File: config.mk
export PLATFORM = sky130hd
export DESIGN_NAME = aast_cell
export DESIGN_NICKNAME = d
export VERILOG_FILES = /design/src/array_access_stat_tracker_defines.svh /design/src/aast_pkg.sv /design/src/aast_cell.sv
export SDC_FILE = /design/constraint.sdc
export NUM_CORES = 1
export LEC_CHECK = 0
export BUFFER_PORTS_ARGS = -buffer_cell sky130_fd_sc_hd__buf_2
export CORE_MARGIN = 2
export CORE_UTILIZATION = 47
export DETAILED_ROUTE_END_ITERATION = 12
export PLACE_DENSITY = 0.71
export SLEW_MARGIN = 5
export SYNTH_ARGS = -nofsm -noshare
export SYNTH_HDL_FRONTEND = slang
export SYNTH_SLANG_ARGS = --single-unit
File: constraint.sdc
create_clock -name clk -period 3.9 [get_ports clk]
set_input_delay 0 -clock clk [delete_from_list [all_inputs] [get_ports clk]]
set_output_delay 0 -clock clk [all_outputs]
set_load 0.02 [all_outputs]
File: src/array_access_stat_tracker_defines.svh
// ----------------------------------------------------------------------------
// array access stat tracker assertion macros
// Assertion helpers used by the tracker modules.
// ----------------------------------------------------------------------------
`ifndef ARRAY_ACCESS_STAT_TRACKER_DEFINES_SVH
`define ARRAY_ACCESS_STAT_TRACKER_DEFINES_SVH
`ifndef SYNTHESIS
`define AAST_ASSERT_IMP(lbl, clk, rst_n, ante, cons) \
	lbl: assert property (@(posedge clk) disable iff (!rst_n) (ante) |-> (cons)) \
		else $error("assertion failed");
`define AAST_ASSERT_NXT(lbl, clk, rst_n, ante, cons) \
	lbl: assert property (@(posedge clk) disable iff (!rst_n) (ante) |=> (cons)) \
		else $error("assertion failed");
`else
`define AAST_ASSERT_IMP(lbl, clk, rst_n, ante, cons)
`define AAST_ASSERT_NXT(lbl, clk, rst_n, ante, cons)
`endif
`endif

File: src/aast_pkg.sv
// ----------------------------------------------------------------------------
// aast_pkg
// Types and constants shared by the array access stat tracker.
// ----------------------------------------------------------------------------
package aast_pkg;
	localparam int Entries = 16;
	localparam int Slots = 64;
	localparam int EntW = $clog2(Entries);
	localparam int SlotW = $clog2(Slots);
	localparam int UsedW = $clog2(Entries + 1);
	localparam int DistW = 7;
	localparam int MemDepth = Entries * Slots;
	localparam int MemAw = $clog2(MemDepth);

	typedef struct packed {
		logic [31:0] arr_tag;
		logic signed [63:0] access_index;
	} in_word_t;

	typedef struct packed {
		logic found;
		logic [3:0] entry_number;
		logic [31:0] total_accesses;
		logic signed [63:0] lowest_index;
		logic signed [63:0] highest_index;
		logic [6:0] distinct_slots;
		logic negative_seen;
		logic [31:0] slot_hits;
		logic slot_was_new;
	} out_word_t;

	// per-cell update command
	typedef struct packed {
		logic [31:0] id;
		logic signed [63:0] idx;
		logic alloc;
		logic [EntW-1:0] alloc_sel;
	} cell_cmd_t;

	typedef struct packed {
		logic [31:0] count;
		logic signed [63:0] lo;
		logic signed [63:0] hi;
		logic neg;
		logic [DistW-1:0] dcount;
		logic fresh;
	} cell_stat_t;
endpackage

File: src/aast_cell.sv
// ----------------------------------------------------------------------------
// aast_cell
// One table entry: id match, statistics and visited map for that entry.
// ----------------------------------------------------------------------------
module aast_cell (
	input  logic clk,
	input  logic arst_n,
	input  logic [aast_pkg::EntW-1:0] my_num,
	input  logic occupied,
	input  logic [31:0] probe_id,
	input  logic load,
	input  aast_pkg::cell_cmd_t cmd,
	input  logic commit,
	input  logic hit_in,
	output logic hit_out,
	output logic match,
	output aast_pkg::cell_stat_t stat
);
	import aast_pkg::*;

	logic [31:0] id_q;
	logic [31:0] cnt_q;
	logic signed [63:0] lo_q, hi_q;
	logic neg_q;
	logic [Slots-1:0] map_q;
	logic [DistW-1:0] dcnt_q;
	logic match_s1;
	logic mine, init;
	logic [SlotW-1:0] slot;
	logic [31:0] cnt_b;
	logic signed [63:0] lo_b, hi_b;
	logic [Slots-1:0] map_b;
	logic [DistW-1:0] dcnt_b;
	logic neg_b;

	assign match = occupied && (id_q == probe_id);
	// hit chain passes toward higher cells
	assign hit_out = hit_in | match;
	assign init = cmd.alloc && (cmd.alloc_sel == my_num);
	assign mine = match_s1 || init;
	assign slot = cmd.idx[SlotW-1:0];

	always_comb begin
		cnt_b = init ? 32'd0 : cnt_q;
		lo_b = init ? 64'sh7FFF_FFFF_FFFF_FFFF : lo_q;
		hi_b = init ? 64'sh8000_0000_0000_0000 : hi_q;
		map_b = init ? '0 : map_q;
		dcnt_b = init ? '0 : dcnt_q;
		neg_b = init ? 1'b0 : neg_q;
		stat.fresh = !map_b[slot];
		stat.count = cnt_b + 32'd1;
		stat.lo = (cmd.idx < lo_b) ? cmd.idx : lo_b;
		stat.hi = (cmd.idx > hi_b) ? cmd.idx : hi_b;
		stat.dcount = dcnt_b + DistW'(stat.fresh);
		stat.neg = neg_b | cmd.idx[63];
	end

	always_ff @(posedge clk or negedge arst_n) begin
		if (!arst_n) begin
			id_q <= '0;
			cnt_q <= '0;
			lo_q <= '0;
			hi_q <= '0;
			dcnt_q <= '0;
			neg_q <= 1'b0;
			map_q <= '0;
			match_s1 <= 1'b0;
		end else begin
			// match is registered at accept, the update lands in the following cycle
			if (load) match_s1 <= match;
			if (commit && mine) begin
				if (init) id_q <= cmd.id;
				cnt_q <= stat.count;
				lo_q <= stat.lo;
				hi_q <= stat.hi;
				dcnt_q <= stat.dcount;
				neg_q <= stat.neg;
				map_q <= map_b | (Slots'(1) << slot);
			end
		end
	end
endmodule

Word-level counts from Yosys, hierarchy flattened. Cells that the tools add are included.

Input port bits: 143. Bits in registers: 265. Output and inout bits: 171.

Reductions and logical operators: 6. Bitwise logic cells: 3. Magnitude comparators: 3. Mux-type cells: 10. Shifts and indexed selects: 1. Eq/ne operators: 2. Add/sub/neg operators: 2.

Operators with widths (number): two-way mux 64 bit (5); > comparator 64 bit (1); < comparator 64 bit (1); bitwise OR 64 bit (1); left shift 1 x 6 -> 64 bit (first input constant) (1); adder 32 x 1 -> 32 bit (second input constant) (1); equality test 32 bit (1); two-way mux 32 bit (1); adder 7 x 1 -> 7 bit (1); < comparator 6 x 7 -> 1 bit (second input constant) (1); two-way mux 7 bit (1); binary-select mux 1 bit (select 6 bit) (1); equality test 4 bit (1); logical AND 1 bit (3); two-way mux 1 bit (2); bitwise OR 1 bit (2); AND reduction 2 bit (1); logical NOT 1 bit (1); logical OR 1 bit (1).

Depth between registers and ports, before layout.
Word-level depth: 7. Gate-level depth with buffers: 19. Mapped depth without buffers: 14.

Worst setup path before layout. Ideal clock, no wire load.

Kind: input-to-output. Start point: input port my_num[0] (netlist bit). End point: output port stat[100] (netlist bit). Path slack: -501 ps. Arrival: 4401 ps. Cell stages on the path: 18. Path through: xor2_1 -> nor3_2 -> and2_1 -> clkbuf_1 -> clkbuf_1 -> clkbuf_1 -> buf_1 -> nor2_1 -> ha_1 -> a41oi_1 -> nor2_1 -> a2111oi_0 -> a2111oi_4 -> nor3_4 -> xor2_1 -> buf_4 -> buf_6 -> mux2i_1.

RTL lines: start: declaration (RTL line aast_cell.sv:8) `input logic [aast_pkg::EntW-1:0] my_num,`; end: declaration (RTL line aast_cell.sv:17) `output aast_pkg::cell_stat_t stat`.

==> metrics.md <==
| Metric | Value |
|---|---|
| Endpoints failing setup | 3 |
| Final Power | 11.9 mW |
| Die span in x | 203 um |
| Most numerous cell on the critical path | a21o_1 |
| Starting Density | 47.8% |
| RSZ-0062 raised after global routing | yes |
| Post-detail-place hpwl | 43,200 um |
| Worst Reg-to-Reg Cells | 11 |
| Setup slack, reg-to-reg | ~0.60 ns |
| Number of port buffers | ~310 |
| Final instance area | 25,900 um^2 |
| Die ar. | 41,100 um^2 |
| Max Fanout on Critical Path | 7 |
| Synth top area share | 35.7% |
| Post-Synthesis Cells | around 2,100 |
| DR pass1 iterations | 6 |
| Gr ovfl total | 0 |
| Total GRT Usage | 30.4% |
| Yosys synthesis warning count | 0 |
| Vias in the first global route | 18,743 |
| CP max-delay cell | dfrtp_1 |
| Final Critical Period | about 4 ns |
| Worst r2r src | lo_q[63] |
| Gpl congestion | 0.906 |
| Maximum vdd drop | 0.424 mV |
| Post-route ant nets | 0 |
| Layout cell share with drive strength beyond 1 | 29.3% |
| Root Driver | clkbuf_16 |
| Number of H-tree levels | 1 |
| Total number of vias | between 15,000 and 20,000 |
| Synth area leaders | dfrtp_1, ha_1, mux2i_1, nand2_1, o21ai_0 |
| TritonCTS clock tree | yes |
| Slew HR | 38.2% |
| Fmax | roughly 260 MHz |
| Drt via density | 6.02 |
| Post-synth top flop | dfrtp_1 |
| Clock sink count | ~270 |
| WL final | between 60,000 and 70,000 um |
| Number of synthesized flops with an enable pin | 0 |
| Bufs on Longest Clock Path | 3 |
| Worst Setup Path Type | reg -> out |
| Clock transition at path regs | 0.06 ns |
| Synthesized cell area | 18,600 um^2 |
| Tcrit/Tclk final | 100% |
| I/O pin count | 314 |
| Hold slack | 0.0508 ns |
| Reg2reg end | lo_q[18] |
| Worst-Skew Late Latency | slightly below 0.6 ns |
| CP Buf/Inv Count | 3 |
| FILL cells | 2,994 |
| Row Count | 72 |
| Seq. cell area | ~6600 um^2 |
| Core ar. | 38,800 um^2 |
| Critical path startpoint category | flop |
| Max-slew violations | 0 |
| PwrDens | 460 nW/um^2 |
| Num CTS Buffers | 31 |
| Worst setup margin | -0.0171 ns |
| Routed len/inst | roughly 21 um |
| Slew @ Worst Pin | 0.927 ns |
| Final hold viol count | 0 |
| Syn_nets | 2,382 |
| Commonest cells in the netlist | dfrtp_1, nand2_1, nor2_1 |
| Top-count cell post-synth | dfrtp_1 |
| Synth async-reset ratio | 100% |
| 1st-iter DRT viols | 1,691 |
| Syn Area/Cell | a little under 9 um^2 |
| Yosys reg bits | 265 |
| Initial antenna violation count | 3 |
| Multi-input logic area | 12,300 um^2 |
| Crit path arrival time | 3.92 ns |
| Crit. End Element | output port |
| DRC | 0 |
| Max Cap Viol | 0 |
| Outcome | finished, violations left |
| Layout Skew | between 0.02 and 0.025 ns |
| Unique cell type count in the Yosys netlist | 59 |
| CP peak stage delay | between 0.4 and 0.5 ns |
| Top delay family on crit path | compound AO/OA/AOI/OAI gates |
| Die Height | 203 um |
| Yosys top cell by area | dfrtp_1 |
| Post-synthesis sequential area ratio | a little over a third |
| Placed cell area | about 22,000 um^2 |
| First-pass GRT wire length | a little over 100,000 um |
| Lkg Pwr | 11.9 nW |
| Largest net degree at the start of global routing | 123 |
| CP cell instances | nor2_4, ha_4, a21o_1, a21o_1, a221o_1, a221oi_4, o21ai_4, nor3_4, xor2_4, buf_12, clkbuf_16, mux2i_2, buf_4 |
| Failing checks | negative setup slack |
| Post-layout net count | 2,872 |
| CP required | slightly below 4 ns |
| Area growth syn-to-layout | 39.6% |
| Hold crit path type | in -> async |
-- sequential cells by signal, indices dropped and copies added (netlist names) --
register,count
hi_q,64
match_s1,1
id_q,32
cnt_q,32
lo_q,64
map_q,64
neg_q,1
dcnt_q,7
-- through the flow --
stage                     TNS [ns]  util [%]  std cells  setup WS (ns)
after floorplan                  0         -       2109        0.00429
final                      -0.0336      66.8       3145        -0.0171
after CTS                 -0.00302      64.0       3113       -0.00302
after detailed placement    -72.66      57.8       2946         -0.470
after global routing        -10.83      66.8       3143         -0.160
after global placement      -47.88      57.8       2946         -0.331
-- layout by cell type (no fill, tap or decap), types with 67 or more instances in the layout --
master,Yosys,routed
dlygate4sd3_1,0,97
buf_4,1,188
nand3_1,105,103
a21oi_1,98,94
ha_1,130,117
dfrtp_1,265,265
nand2_1,258,253
a31oi_1,68,67
buf_2,16,234
inv_1,75,75
o21ai_0,157,152
nor2_1,189,180
-- kinds of logic (layout without fill, tap and decap cells) --
group,count (synthesis),in the layout,share of synthesized area (%)
compound gates,460,460,15.4
other cells,0,4,0
simple gates,769,771,20.1
xor+xnor,72,72,3.43
fa+ha+maj,130,130,8.76
buf+inv,226,738,4.90
mux,187,187,11.7
flops,265,265,35.7
-- area by class of cell --
| cell class | count | area share, % |
|---|---|---|
| Tap cell | 518 | 2.50 |
| Clock inverter | 19 | 0.926 |
| Timing Repair Buffer | 606 | 19.0 |
| Antenna cell | 4 | 0.0386 |
| Multi-Input combinational cell | 1620 | 47.6 |
| Sequential cell | 265 | 25.6 |
| Inverter | 75 | 1.09 |
| Clock buffer | 38 | 3.25 |
-- where the power goes --
part,switching [mW],internal (mW)
clock,1.28,1.86
combinational,2.86,2.63
sequential,0.227,3.06
-- layer usage --
layer	wire (um)	track usage, %	vias up
li1	-	-	8643
met1	26500	38.9	9295
met2	32300	51.2	831
met3	4650	5.43	174
met4	2770	12.0	0
met5	0	0	-
-- worst max path at each step --
stage                         start   endpoint  slack [ns]  depth (start not counted)
after floorplan           my_num[3]  stat[100]       0.004                         19
after global placement    my_num[3]   stat[53]       -0.33                         18
after detailed placement  my_num[3]   stat[53]       -0.47                         18
after CTS                 my_num[2]   stat[85]      -0.003                         18
after global routing         cmd[3]   stat[84]       -0.16                         18
final                      lo_q[57]   stat[84]       -0.02                         13
-- repair_timing --
item | 4_1_cts | 5_1_grt
gates cloned | 4 | 7
resized for setup | 49 | 186
endpoints found under the hold margin | 277 | 0
hold buffers | 97 | 0
pin swaps | 15 | 31
setup endpoints to repair | 128 | 128
buffers inserted | 9 | 21
No activity file was read; power rests on OpenSTA's default activity.
